[config.mk]
export PLATFORM = sky130hd
export DESIGN_NAME = ordered_array_insert_remove_search_core
export DESIGN_NICKNAME = d
export VERILOG_FILES = /design/src/design/oair_pkg.sv /design/src/design/oair_front.sv /design/src/design/oair_queue.sv /design/src/design/oair_back.sv /design/src/design/ordered_array_insert_remove_search_core.sv
export SDC_FILE = /design/constraint.sdc
export NUM_CORES = 2
export LEC_CHECK = 0
export BUFFER_PORTS_ARGS = -buffer_cell sky130_fd_sc_hd__buf_2
export CAP_MARGIN = 30
export CELL_PAD_IN_SITES_DETAIL_PLACEMENT = 0
export CELL_PAD_IN_SITES_GLOBAL_PLACEMENT = 1
export CORE_MARGIN = 2
export CORE_UTILIZATION = 50
export DETAILED_ROUTE_END_ITERATION = 8
export PLACE_DENSITY_LB_ADDON = 0.1
export SETUP_SLACK_MARGIN = 0.05
export SLEW_MARGIN = 20
export SYNTH_ARGS = -nofsm -noshare
export SYNTH_HDL_FRONTEND = slang
export SYNTH_SLANG_ARGS = --single-unit
[constraint.sdc]
create_clock -name clk -period 5.69 [get_ports clk]
set_clock_uncertainty 0.15 [all_clocks]
set_input_delay 0.569 -clock clk [delete_from_list [all_inputs] [get_ports clk]]
set_output_delay 0.569 -clock clk [all_outputs]
set_load 0.02 [all_outputs]
[src/design/oair_pkg.sv]
// ---------------------------------------------------------------------------
// oair_pkg: shared types and codes of the ordered array core
// Command codes, result status codes and the job descriptor that the front
// end hands to the back end through the job queue.
// ---------------------------------------------------------------------------
package oair_pkg;

	// Field widths of the stream words.
	localparam int unsigned CMD_W    = 2;
	localparam int unsigned POS_W    = 7;
	localparam int unsigned VAL_W    = 32;
	localparam int unsigned STATUS_W = 2;
	localparam int unsigned FPOS_W   = 6;
	localparam int unsigned ECNT_W   = 7;

	// Incoming command codes.
	localparam logic [CMD_W-1:0] CMD_APPEND = 2'd0;
	localparam logic [CMD_W-1:0] CMD_INSERT = 2'd1;
	localparam logic [CMD_W-1:0] CMD_REMOVE = 2'd2;
	localparam logic [CMD_W-1:0] CMD_SEARCH = 2'd3;

	// Result status codes.
	localparam logic [STATUS_W-1:0] ST_OK    = 2'd0;
	localparam logic [STATUS_W-1:0] ST_RANGE = 2'd1;
	localparam logic [STATUS_W-1:0] ST_FULL  = 2'd2;

	// Work that the back end carries out for one job.
	localparam int unsigned OP_W = 3;
	localparam logic [OP_W-1:0] OP_NONE   = 3'd0;
	localparam logic [OP_W-1:0] OP_APPEND = 3'd1;
	localparam logic [OP_W-1:0] OP_INSERT = 3'd2;
	localparam logic [OP_W-1:0] OP_REMOVE = 3'd3;
	localparam logic [OP_W-1:0] OP_SEARCH = 3'd4;

	// Control part of a classified job.
	typedef struct packed {
		logic [OP_W-1:0]     op;
		logic [STATUS_W-1:0] status;
	} job_ctl_t;

endpackage

[src/design/oair_front.sv]
// ---------------------------------------------------------------------------
// oair_front: command intake and classification
// Accepts command words, keeps a running copy of the entry count and decides
// for each command its status and the work the back end has to do.
// ---------------------------------------------------------------------------
module oair_front import oair_pkg::*; #(
	parameter int unsigned DEPTH = 64
) (
	input  logic                clk,
	input  logic                arst_n,
	input  logic                s_tvalid,
	output logic                s_tready,
	input  logic [CMD_W-1:0]    cmd,
	input  logic [POS_W-1:0]    position,
	input  logic                q_ready,
	output logic                q_push,
	output job_ctl_t            job_ctl,
	output logic [$clog2(DEPTH+1)-1:0] job_cnt
);

	localparam int unsigned CNT_W = $clog2(DEPTH + 1);
	localparam int unsigned CMP_W = (CNT_W > POS_W) ? CNT_W : POS_W;

	logic [CNT_W-1:0] cnt_q;
	logic [CNT_W-1:0] cnt_next;
	logic [CMP_W-1:0] pos_x;
	logic [CMP_W-1:0] cnt_x;
	logic             full;

	assign s_tready = q_ready;
	assign q_push   = s_tvalid && q_ready;
	assign job_cnt  = cnt_q;

	assign pos_x = CMP_W'(position);
	assign cnt_x = CMP_W'(cnt_q);
	assign full  = (cnt_q == CNT_W'(DEPTH));

	// Classify the command against the count left by all earlier commands.
	always_comb begin
		job_ctl.op     = OP_NONE;
		job_ctl.status = ST_OK;
		cnt_next       = cnt_q;
		unique case (cmd)
			CMD_APPEND: begin
				if (full) begin
					job_ctl.status = ST_FULL;
				end else begin
					job_ctl.op = OP_APPEND;
					cnt_next   = cnt_q + CNT_W'(1);
				end
			end
			CMD_INSERT: begin
				if (pos_x > cnt_x) begin
					job_ctl.status = ST_RANGE;
				end else if (full) begin
					job_ctl.status = ST_FULL;
				end else begin
					job_ctl.op = OP_INSERT;
					cnt_next   = cnt_q + CNT_W'(1);
				end
			end
			CMD_REMOVE: begin
				if (pos_x >= cnt_x) begin
					job_ctl.status = ST_RANGE;
				end else begin
					job_ctl.op = OP_REMOVE;
					cnt_next   = cnt_q - CNT_W'(1);
				end
			end
			default: begin
				job_ctl.op = OP_SEARCH;
			end
		endcase
	end

	// Running entry count as seen by the intake side.
	always_ff @(posedge clk or negedge arst_n) begin
		if (!arst_n) begin
			cnt_q <= '0;
		end else if (q_push) begin
			cnt_q <= cnt_next;
		end
	end

endmodule

[src/design/oair_queue.sv]
// ---------------------------------------------------------------------------
// oair_queue: two-slot job queue
// Decouples the command intake from the array engine so that either side
// can stall without holding up the other.
// ---------------------------------------------------------------------------
module oair_queue #(
	parameter int unsigned W = 8
) (
	input  logic         clk,
	input  logic         arst_n,
	input  logic         push,
	input  logic [W-1:0] push_data,
	output logic         in_ready,
	input  logic         pop,
	output logic         out_valid,
	output logic [W-1:0] out_data
);

	logic [W-1:0] slot_q [2];
	logic         wr_ptr_q;
	logic         rd_ptr_q;
	logic [1:0]   fill_q;

	assign in_ready  = (fill_q != 2'd2);
	assign out_valid = (fill_q != 2'd0);
	assign out_data  = slot_q[rd_ptr_q];

	// Slot storage.
	always_ff @(posedge clk) begin
		if (push) begin
			slot_q[wr_ptr_q] <= push_data;
		end
	end

	// Pointers and fill level.
	always_ff @(posedge clk or negedge arst_n) begin
		if (!arst_n) begin
			wr_ptr_q <= 1'b0;
			rd_ptr_q <= 1'b0;
			fill_q   <= 2'd0;
		end else begin
			if (push) begin
				wr_ptr_q <= ~wr_ptr_q;
			end
			if (pop) begin
				rd_ptr_q <= ~rd_ptr_q;
			end
			if (push && !pop) begin
				fill_q <= fill_q + 2'd1;
			end else if (pop && !push) begin
				fill_q <= fill_q - 2'd1;
			end
		end
	end

endmodule

[src/design/oair_back.sv]
// ---------------------------------------------------------------------------
// oair_back: array engine and result register
// Owns the entry memory. Shifts entries one per cycle for insert and remove,
// scans entries one per cycle for search, then loads the result register.
// ---------------------------------------------------------------------------
module oair_back import oair_pkg::*; #(
	parameter int unsigned DEPTH = 64
) (
	input  logic                       clk,
	input  logic                       arst_n,
	input  logic                       q_valid,
	output logic                       q_pop,
	input  job_ctl_t                   q_ctl,
	input  logic [$clog2(DEPTH+1)-1:0] q_cnt,
	input  logic [POS_W-1:0]           q_pos,
	input  logic [VAL_W-1:0]           q_val,
	output logic                       m_tvalid,
	input  logic                       m_tready,
	output logic [STATUS_W-1:0]        status,
	output logic                       found,
	output logic [FPOS_W-1:0]          found_position,
	output logic [ECNT_W-1:0]          entry_count
);

	localparam int unsigned CNT_W = $clog2(DEPTH + 1);
	localparam int unsigned IDX_W = $clog2(DEPTH);
	localparam int unsigned CMP_W = (CNT_W > POS_W) ? CNT_W : POS_W;

	localparam logic [1:0] B_IDLE = 2'd0;
	localparam logic [1:0] B_RUN  = 2'd1;
	localparam logic [1:0] B_FIN  = 2'd2;
	localparam logic [1:0] B_DONE = 2'd3;

	logic [1:0]          state_q;
	logic [OP_W-1:0]     op_q;
	logic [STATUS_W-1:0] status_q;
	logic [CNT_W-1:0]    cnt_q;
	logic [VAL_W-1:0]    val_q;
	logic [IDX_W-1:0]    tgt_q;
	logic [IDX_W-1:0]    rd_ptr_q;
	logic [CNT_W-1:0]    rd_left_q;
	logic                hit_q;
	logic [IDX_W-1:0]    hit_pos_q;
	logic                v_s1;
	logic [IDX_W-1:0]    addr_s1;
	logic [VAL_W-1:0]    rd_data_s1;
	logic                out_valid_q;

	logic [VAL_W-1:0]    mem_q [DEPTH];

	logic                issue;
	logic                hit_now;
	logic                wr_en;
	logic [IDX_W-1:0]    wr_addr;
	logic [VAL_W-1:0]    wr_data;
	logic                out_load;
	logic [CMP_W-1:0]    pos_x;
	logic [CMP_W-1:0]    cnt_x;
	logic [CNT_W-1:0]    rd_left_init;
	logic [IDX_W-1:0]    rd_ptr_init;
	logic [CNT_W-1:0]    cnt_after;

	assign pos_x = CMP_W'(q_pos);
	assign cnt_x = CMP_W'(q_cnt);

	// Sweep length and start address for a new job.
	always_comb begin
		rd_left_init = '0;
		rd_ptr_init  = '0;
		unique case (q_ctl.op)
			OP_INSERT: begin
				rd_left_init = CNT_W'(cnt_x - pos_x);
				rd_ptr_init  = IDX_W'(cnt_x - CMP_W'(1));
			end
			OP_REMOVE: begin
				rd_left_init = CNT_W'(cnt_x - pos_x - CMP_W'(1));
				rd_ptr_init  = IDX_W'(pos_x + CMP_W'(1));
			end
			OP_SEARCH: begin
				rd_left_init = q_cnt;
			end
			default: begin
				rd_left_init = '0;
			end
		endcase
	end

	// Read issue and search compare.
	assign hit_now = v_s1 && (op_q == OP_SEARCH) && (rd_data_s1 == val_q);
	assign issue   = (state_q == B_RUN) && (rd_left_q != '0) && !hit_q && !hit_now;
	assign q_pop   = (state_q == B_IDLE) && q_valid;
	assign out_load = (state_q == B_DONE) && (!out_valid_q || m_tready);

	// Write port: shifted entries during the sweep, the new value at the end.
	always_comb begin
		wr_en   = 1'b0;
		wr_addr = tgt_q;
		wr_data = val_q;
		if (state_q == B_FIN) begin
			wr_en = 1'b1;
		end else if (v_s1 && (op_q == OP_INSERT)) begin
			wr_en   = 1'b1;
			wr_addr = addr_s1 + IDX_W'(1);
			wr_data = rd_data_s1;
		end else if (v_s1 && (op_q == OP_REMOVE)) begin
			wr_en   = 1'b1;
			wr_addr = addr_s1 - IDX_W'(1);
			wr_data = rd_data_s1;
		end
	end

	// Count after the job completes.
	always_comb begin
		unique case (op_q)
			OP_APPEND, OP_INSERT: cnt_after = cnt_q + CNT_W'(1);
			OP_REMOVE:            cnt_after = cnt_q - CNT_W'(1);
			default:              cnt_after = cnt_q;
		endcase
	end

	// Entry memory with registered read data.
	always_ff @(posedge clk) begin
		if (wr_en) begin
			mem_q[wr_addr] <= wr_data;
		end
		if (issue) begin
			rd_data_s1 <= mem_q[rd_ptr_q];
		end
	end

	// Job payload and read pipeline address.
	always_ff @(posedge clk) begin
		if (q_pop) begin
			status_q <= q_ctl.status;
			cnt_q    <= q_cnt;
			val_q    <= q_val;
			tgt_q    <= (q_ctl.op == OP_APPEND) ? IDX_W'(q_cnt) : IDX_W'(q_pos);
		end
		if (issue) begin
			addr_s1 <= rd_ptr_q;
		end
	end

	// Sequencer.
	always_ff @(posedge clk or negedge arst_n) begin
		if (!arst_n) begin
			state_q   <= B_IDLE;
			op_q      <= OP_NONE;
			rd_ptr_q  <= '0;
			rd_left_q <= '0;
			hit_q     <= 1'b0;
			hit_pos_q <= '0;
			v_s1      <= 1'b0;
		end else begin
			v_s1 <= issue;
			unique case (state_q)
				B_IDLE: begin
					if (q_valid) begin
						op_q      <= q_ctl.op;
						rd_ptr_q  <= rd_ptr_init;
						rd_left_q <= rd_left_init;
						hit_q     <= 1'b0;
						hit_pos_q <= '0;
						state_q   <= B_RUN;
					end
				end
				B_RUN: begin
					if (hit_now) begin
						hit_q     <= 1'b1;
						hit_pos_q <= addr_s1;
					end
					if (issue) begin
						rd_left_q <= rd_left_q - CNT_W'(1);
						if (op_q == OP_INSERT) begin
							rd_ptr_q <= rd_ptr_q - IDX_W'(1);
						end else begin
							rd_ptr_q <= rd_ptr_q + IDX_W'(1);
						end
					end else if ((op_q == OP_INSERT) || (op_q == OP_APPEND)) begin
						state_q <= B_FIN;
					end else begin
						state_q <= B_DONE;
					end
				end
				B_FIN: begin
					state_q <= B_DONE;
				end
				default: begin
					if (out_load) begin
						state_q <= B_IDLE;
					end
				end
			endcase
		end
	end

	// Result register.
	always_ff @(posedge clk or negedge arst_n) begin
		if (!arst_n) begin
			out_valid_q <= 1'b0;
		end else if (out_load) begin
			out_valid_q <= 1'b1;
		end else if (m_tready) begin
			out_valid_q <= 1'b0;
		end
	end

	always_ff @(posedge clk) begin
		if (out_load) begin
			status         <= status_q;
			found          <= hit_q;
			found_position <= FPOS_W'(hit_pos_q);
			entry_count    <= ECNT_W'(cnt_after);
		end
	end

	assign m_tvalid = out_valid_q;

	// A memory write only happens while a job is being carried out.
	a_wr_in_job: assert property (@(posedge clk) disable iff (!arst_n)
		wr_en |-> ((state_q == B_RUN) || (state_q == B_FIN)))
		else $error("entry memory written outside a job");

	// The final value write belongs to append and insert only.
	a_fin_op: assert property (@(posedge clk) disable iff (!arst_n)
		(state_q == B_FIN) |-> ((op_q == OP_INSERT) || (op_q == OP_APPEND)))
		else $error("value write for a job that does not add an entry");

	// A hit can only come from a search.
	a_hit_search: assert property (@(posedge clk) disable iff (!arst_n)
		hit_q |-> (op_q == OP_SEARCH))
		else $error("search hit flagged for another command");

	// No read is still in flight when the result is loaded.
	a_drained: assert property (@(posedge clk) disable iff (!arst_n)
		(state_q == B_DONE) |-> !v_s1)
		else $error("result loaded with a memory read outstanding");

endmodule

[src/design/ordered_array_insert_remove_search_core.sv]
// ---------------------------------------------------------------------------
// ordered_array_insert_remove_search_core: ordered array with insert/remove/search
// Path of a command word: intake and classification, job queue, engine sweep
//   that moves (insert, remove) or compares (search) entries, a final value
//   write for insert and append, then the result register; error results skip the sweep.
// Commands: the two-slot job queue takes new commands while the engine works on
//   an earlier one; the single entry memory moves or compares one entry per cycle.
// Reset: entry count zero, job queue and result register empty; memory
//   contents are not cleared.
// ---------------------------------------------------------------------------
module ordered_array_insert_remove_search_core import oair_pkg::*; #(
	parameter int unsigned DEPTH = 64
) (
	input  logic        clk,
	input  logic        arst_n,
	input  logic        s_tvalid,
	output logic        s_tready,
	input  logic [39:0] s_tdata,  // position[6:0], item_value[38:7], zero[39]
	input  logic [1:0]  s_tuser,  // cmd[1:0]
	output logic        m_tvalid,
	input  logic        m_tready,
	output logic [15:0] m_tdata   // status[1:0], found[2], found_position[8:3],
	                              // entry_count[15:9]
);

	localparam int unsigned CNT_W = $clog2(DEPTH + 1);
	localparam int unsigned REC_W = $bits(job_ctl_t) + CNT_W + POS_W + VAL_W;

	job_ctl_t            f_ctl;
	logic [CNT_W-1:0]    f_cnt;
	logic                f_push;
	logic                q_ready;
	logic                q_valid;
	logic                q_pop;
	logic [REC_W-1:0]    q_in;
	logic [REC_W-1:0]    q_out;
	job_ctl_t            b_ctl;
	logic [CNT_W-1:0]    b_cnt;
	logic [POS_W-1:0]    b_pos;
	logic [VAL_W-1:0]    b_val;
	logic [STATUS_W-1:0] r_status;
	logic                r_found;
	logic [FPOS_W-1:0]   r_fpos;
	logic [ECNT_W-1:0]   r_ecnt;

	// Intake and classification.
	oair_front #(.DEPTH(DEPTH)) u_front (
		.clk      (clk),
		.arst_n   (arst_n),
		.s_tvalid (s_tvalid),
		.s_tready (s_tready),
		.cmd      (s_tuser),
		.position (s_tdata[6:0]),
		.q_ready  (q_ready),
		.q_push   (f_push),
		.job_ctl  (f_ctl),
		.job_cnt  (f_cnt)
	);

	assign q_in = {f_ctl, f_cnt, s_tdata[6:0], s_tdata[38:7]};

	// Job queue between intake and engine.
	oair_queue #(.W(REC_W)) u_queue (
		.clk       (clk),
		.arst_n    (arst_n),
		.push      (f_push),
		.push_data (q_in),
		.in_ready  (q_ready),
		.pop       (q_pop),
		.out_valid (q_valid),
		.out_data  (q_out)
	);

	assign {b_ctl, b_cnt, b_pos, b_val} = q_out;

	// Array engine.
	oair_back #(.DEPTH(DEPTH)) u_back (
		.clk            (clk),
		.arst_n         (arst_n),
		.q_valid        (q_valid),
		.q_pop          (q_pop),
		.q_ctl          (b_ctl),
		.q_cnt          (b_cnt),
		.q_pos          (b_pos),
		.q_val          (b_val),
		.m_tvalid       (m_tvalid),
		.m_tready       (m_tready),
		.status         (r_status),
		.found          (r_found),
		.found_position (r_fpos),
		.entry_count    (r_ecnt)
	);

	assign m_tdata = {r_ecnt, r_fpos, r_found, r_status};

endmodule

==> results.py <==
metrics = {
    "status": {
        "status": "complete, no violations",
    },
    "global_routing": {
        "use_met3_pct": 4.79,
        "grt_pass1_vias": 41800,
        "met1_usage_pct": 34.3,
        "grt_max_degree": 90,
        "use_met2_pct": 35.4,
        "grt_usage_pct": 23.0,
        "antenna_found_initial": 17,
        "grt_pass1_wl_mm": 298,
        "gr-total-overflow": 0,
        "busiest_layer": "met2",
    },
    "placement": {
        "hpwl_mm": 121,
        "pre_cts_slack_ns": 1.49,
        "place_congestion": 0.774,
        "io_buffer_count": 62,
        "postPlaceCellArea_sq_um": 93900,
    },
    "setup_path": {
        "startpoint_type": "flop",
        "max_stage_delay_ns": 0.71,
        "setup.worst_path.class": "flop to flop",
        "cpLargestDelayFamily": "simple AND/OR/NAND/NOR gates",
        "cp_max_fo": 19,
        "required_ns": 6.04,
        "cp_slowest_cell": "nor2_4",
        "path_cells": "and4b_1, and3_1, a21oi_1, xnor2_1, mux2i_1, nand2_1, nor2_4, buf_4",
        "cp-startpoint": "u_back.op_q[0]$_DFFE_PN0P_",
        "cp_data_arrival_time_ns": 4.62,
        "path_buf_inv": 1,
        "end_kind": "flop",
        "r2r_start": "u_back.op_q[0]$_DFFE_PN0P_",
    },
    "yosys": {
        "seq_area_frac_synth_pct": 76.9,
        "ys_ff_latch": 2289,
        "synth-edff-count": 2251,
        "yosysWarningCount": 0,
        "syn_inst": 3847,
        "synth-main-ff-cell": "edfxtp_1",
        "netlist_area_sq_um": 89100,
        "syn_avg_cell_area_sq_um": 23.2,
        "synth_cell_types": 61,
        "synth_nets": 3936,
        "async_flop_share_pct": 1.66,
    },
    "cts": {
        "ctsResizeCount": 0,
        "clk_path_buf_depth": 3,
        "clk_pin_slew_ns": 0.06,
        "h-tree-depth": 4,
        "cts_tree": "built",
        "clkLatencyLatePin_ns": 0.84,
        "hold_buffers": 46,
        "cts_buffers": 230,
        "cts_setup_buffers": 0,
        "cts-root-buf": "clkbuf_16",
        "cts_sinks": 2289,
    },
    "detailed_routing": {
        "dr.first_iter.drc_count": 4220,
        "vias_per_cell": 6.01,
        "dr.pass1.iters": 5,
        "wl_per_cell_um": 30.6,
        "remaining_drc_errors": 0,
        "route.antenna.remaining_nets": 0,
        "dr_total_vias": 40400,
        "drt_wl_total_mm": 205,
    },
    "layout": {
        "multi_input_area_sq_um": 20100,
        "final_cell_mix": "edfxtp_1 (2251), mux4_2 (656), clkbuf_16 (231)",
        "fillers": 12900,
        "drive_gt1_share_pct": 30.8,
        "postLayoutCellArea_sq_um": 102000,
        "final_common_cell": "edfxtp_1",
        "syn2layout_area_growth_pct": 14.1,
        "seq_area_sq_um": 68600,
        "nets": 4268,
    },
    "min_path": {
        "hold_class": "primary input to async pin",
    },
    "timing": {
        "fmax_mhz": 234,
        "drv_slew": 0,
        "min_period_over_period_pct": 75.1,
        "fin_crit_ns": 4.28,
        "hold_slack_ns": 0.133,
        "grt_setup_unrepaired": "no",
        "hold_violations": 0,
        "setup_slack_ns": 1.41,
        "setup-tns-final_ns": 0,
        "setup_viol": 0,
        "worst_slew_margin_rel_pct": 30.7,
        "worst_pin_slew_ns": 1.04,
    },
    "power": {
        "ir_worst_vdd_uv": 304,
        "leakage_uw": 0.0316,
        "p_per_area_nw_per_um2": 509,
        "p_sw_uw": 15600,
        "seq_power_share_pct": 44.1,
        "pwr-share-comb_pct": 27.8,
        "switching_share_pct": 30.2,
        "intPower_uw": 36200,
        "power.share.clock_pct": 28.2,
    },
    "floorplan": {
        "coreArea_sq_um": 177000,
        "ioPinCount": 64,
        "row_count": 154,
        "die_h_um": 426,
        "dieArea_sq_um": 182000,
        "initial_core_util_pct": 50.4,
        "die_x_um": 426,
    },
    "job": {
        "cap_violations": 0,
    },
}
==> cell type report <==
cell class              instances  area share (%)
diodes                          3         0.00738
repair buffers                283            2.61
clock buffers                 291            5.93
well taps                    2340            2.88
flip-flops and latches       2289            67.4
clock inverters               137            1.22
multi-input cells            1328            19.8
inverters                      47           0.173
==> power by group through the flow <==
stage                     registers [uW]  clock network, uW  logic, uW
final                              22800              14600      14400
after global routing               22900              15600      15500
after CTS                          22800              14900      14500
after detailed placement           23200                  0      14500
after global placement             23200                  0      14000
after floorplan                    22700                  0       9390
==> per-layer routing <==
| metal | share of wire, % | wire (um) | up-vias |
|---|---|---|---|
| li1 | - | - | 17000 |
| met4 | 1.7 | 3530 | 0 |
| met5 | 0 | 0 | - |
| met2 | 47 | 96700 | 1208 |
| met1 | 44 | 91200 | 21900 |
| met3 | 6.8 | 14000 | 231 |
==> synthesized netlist by cell type (all sizes together), types with 3 or more instances <==
cell type | n | share of area (%)
ha | 39 | 0.55
and3 | 4 | 0.028
nor4 | 7 | 0.049
nand4 | 10 | 0.070
o31ai | 3 | 0.025
edfxtp | 2251 | 76
a21oi | 42 | 0.24
a221oi | 4 | 0.039
inv | 46 | 0.19
nand2b | 8 | 0.056
fa | 4 | 0.090
nor2 | 104 | 0.44
o21ai | 42 | 0.24
mux2 | 76 | 0.96
clkbuf | 85 | 0.36
a211oi | 21 | 0.18
mux2i | 43 | 0.48
dfrtp | 38 | 1.1
xnor2 | 59 | 0.58
mux4 | 656 | 17
and2 | 13 | 0.091
nand2 | 72 | 0.30
o22ai | 5 | 0.035
a21o | 10 | 0.084
buf | 98 | 0.54
xor2 | 17 | 0.17
nor2b | 19 | 0.13
nand3 | 11 | 0.062
nor3 | 15 | 0.084
a22oi | 5 | 0.042
==> per-stage QoR <==
step / total power (uW) / util, % / std cells
after floorplan: 32100 / - / 3847
after global placement: 37200 / 52.9 / 6214
after detailed placement: 37600 / 53.1 / 6237
after CTS: 52300 / 57.5 / 6711
after global routing: 54000 / 57.6 / 6715
final: 51800 / 57.6 / 6718
==> worst register-to-register path, cell delays in order, from the launching register on <==
cell and delay, ns:
dfrtp_1 0.63, and4b_1 0.27, and3_1 0.18, a21oi_1 0.14, xnor2_1 0.12, mux2i_1 0.57, nand2_1 0.69, nor2_4 0.72
buf_4 0.46
==> registers in the layout (all words and copies together), names as in the netlist, 7 cells and up <==
name	count
u_back.rd_data_s1	32
u_back.cnt_q	7
u_back.mem_q	2048
u_queue.slot_q	102
u_front.job_cnt	7
u_back.val_q	32
u_back.entry_count	7
u_back.rd_left_q	7
==> logic make-up after synthesis <==
group	count (synthesis)	synth area share, %
compound gates	159	1.13
xor+xnor	76	0.747
fa+ha+maj	43	0.638
buf+inv	230	1.10
flops	2289	76.9
mux	775	18.0
simple gates	275	1.42
==> worst paths after layout <==
check	cells past startpoint	slack [ns]	to
worst min register to register	0	0.27	u_back.status[0]$_DFFE_PP_
worst max-delay path	8	1.41	u_back.mem_q[27][7]$_DFFE_PP_
worst min-delay path	3	0.13	u_queue.rd_ptr_q$_DFFE_PN0P_
worst max register to register	8	1.41	u_back.mem_q[27][7]$_DFFE_PP_
max in group asynchronous	3	4.33	u_front.job_cnt[5]$_DFFE_PN0P_
min in group clk	0	0.27	u_back.status[0]$_DFFE_PP_
No activity file was read; power rests on OpenSTA's default activity.
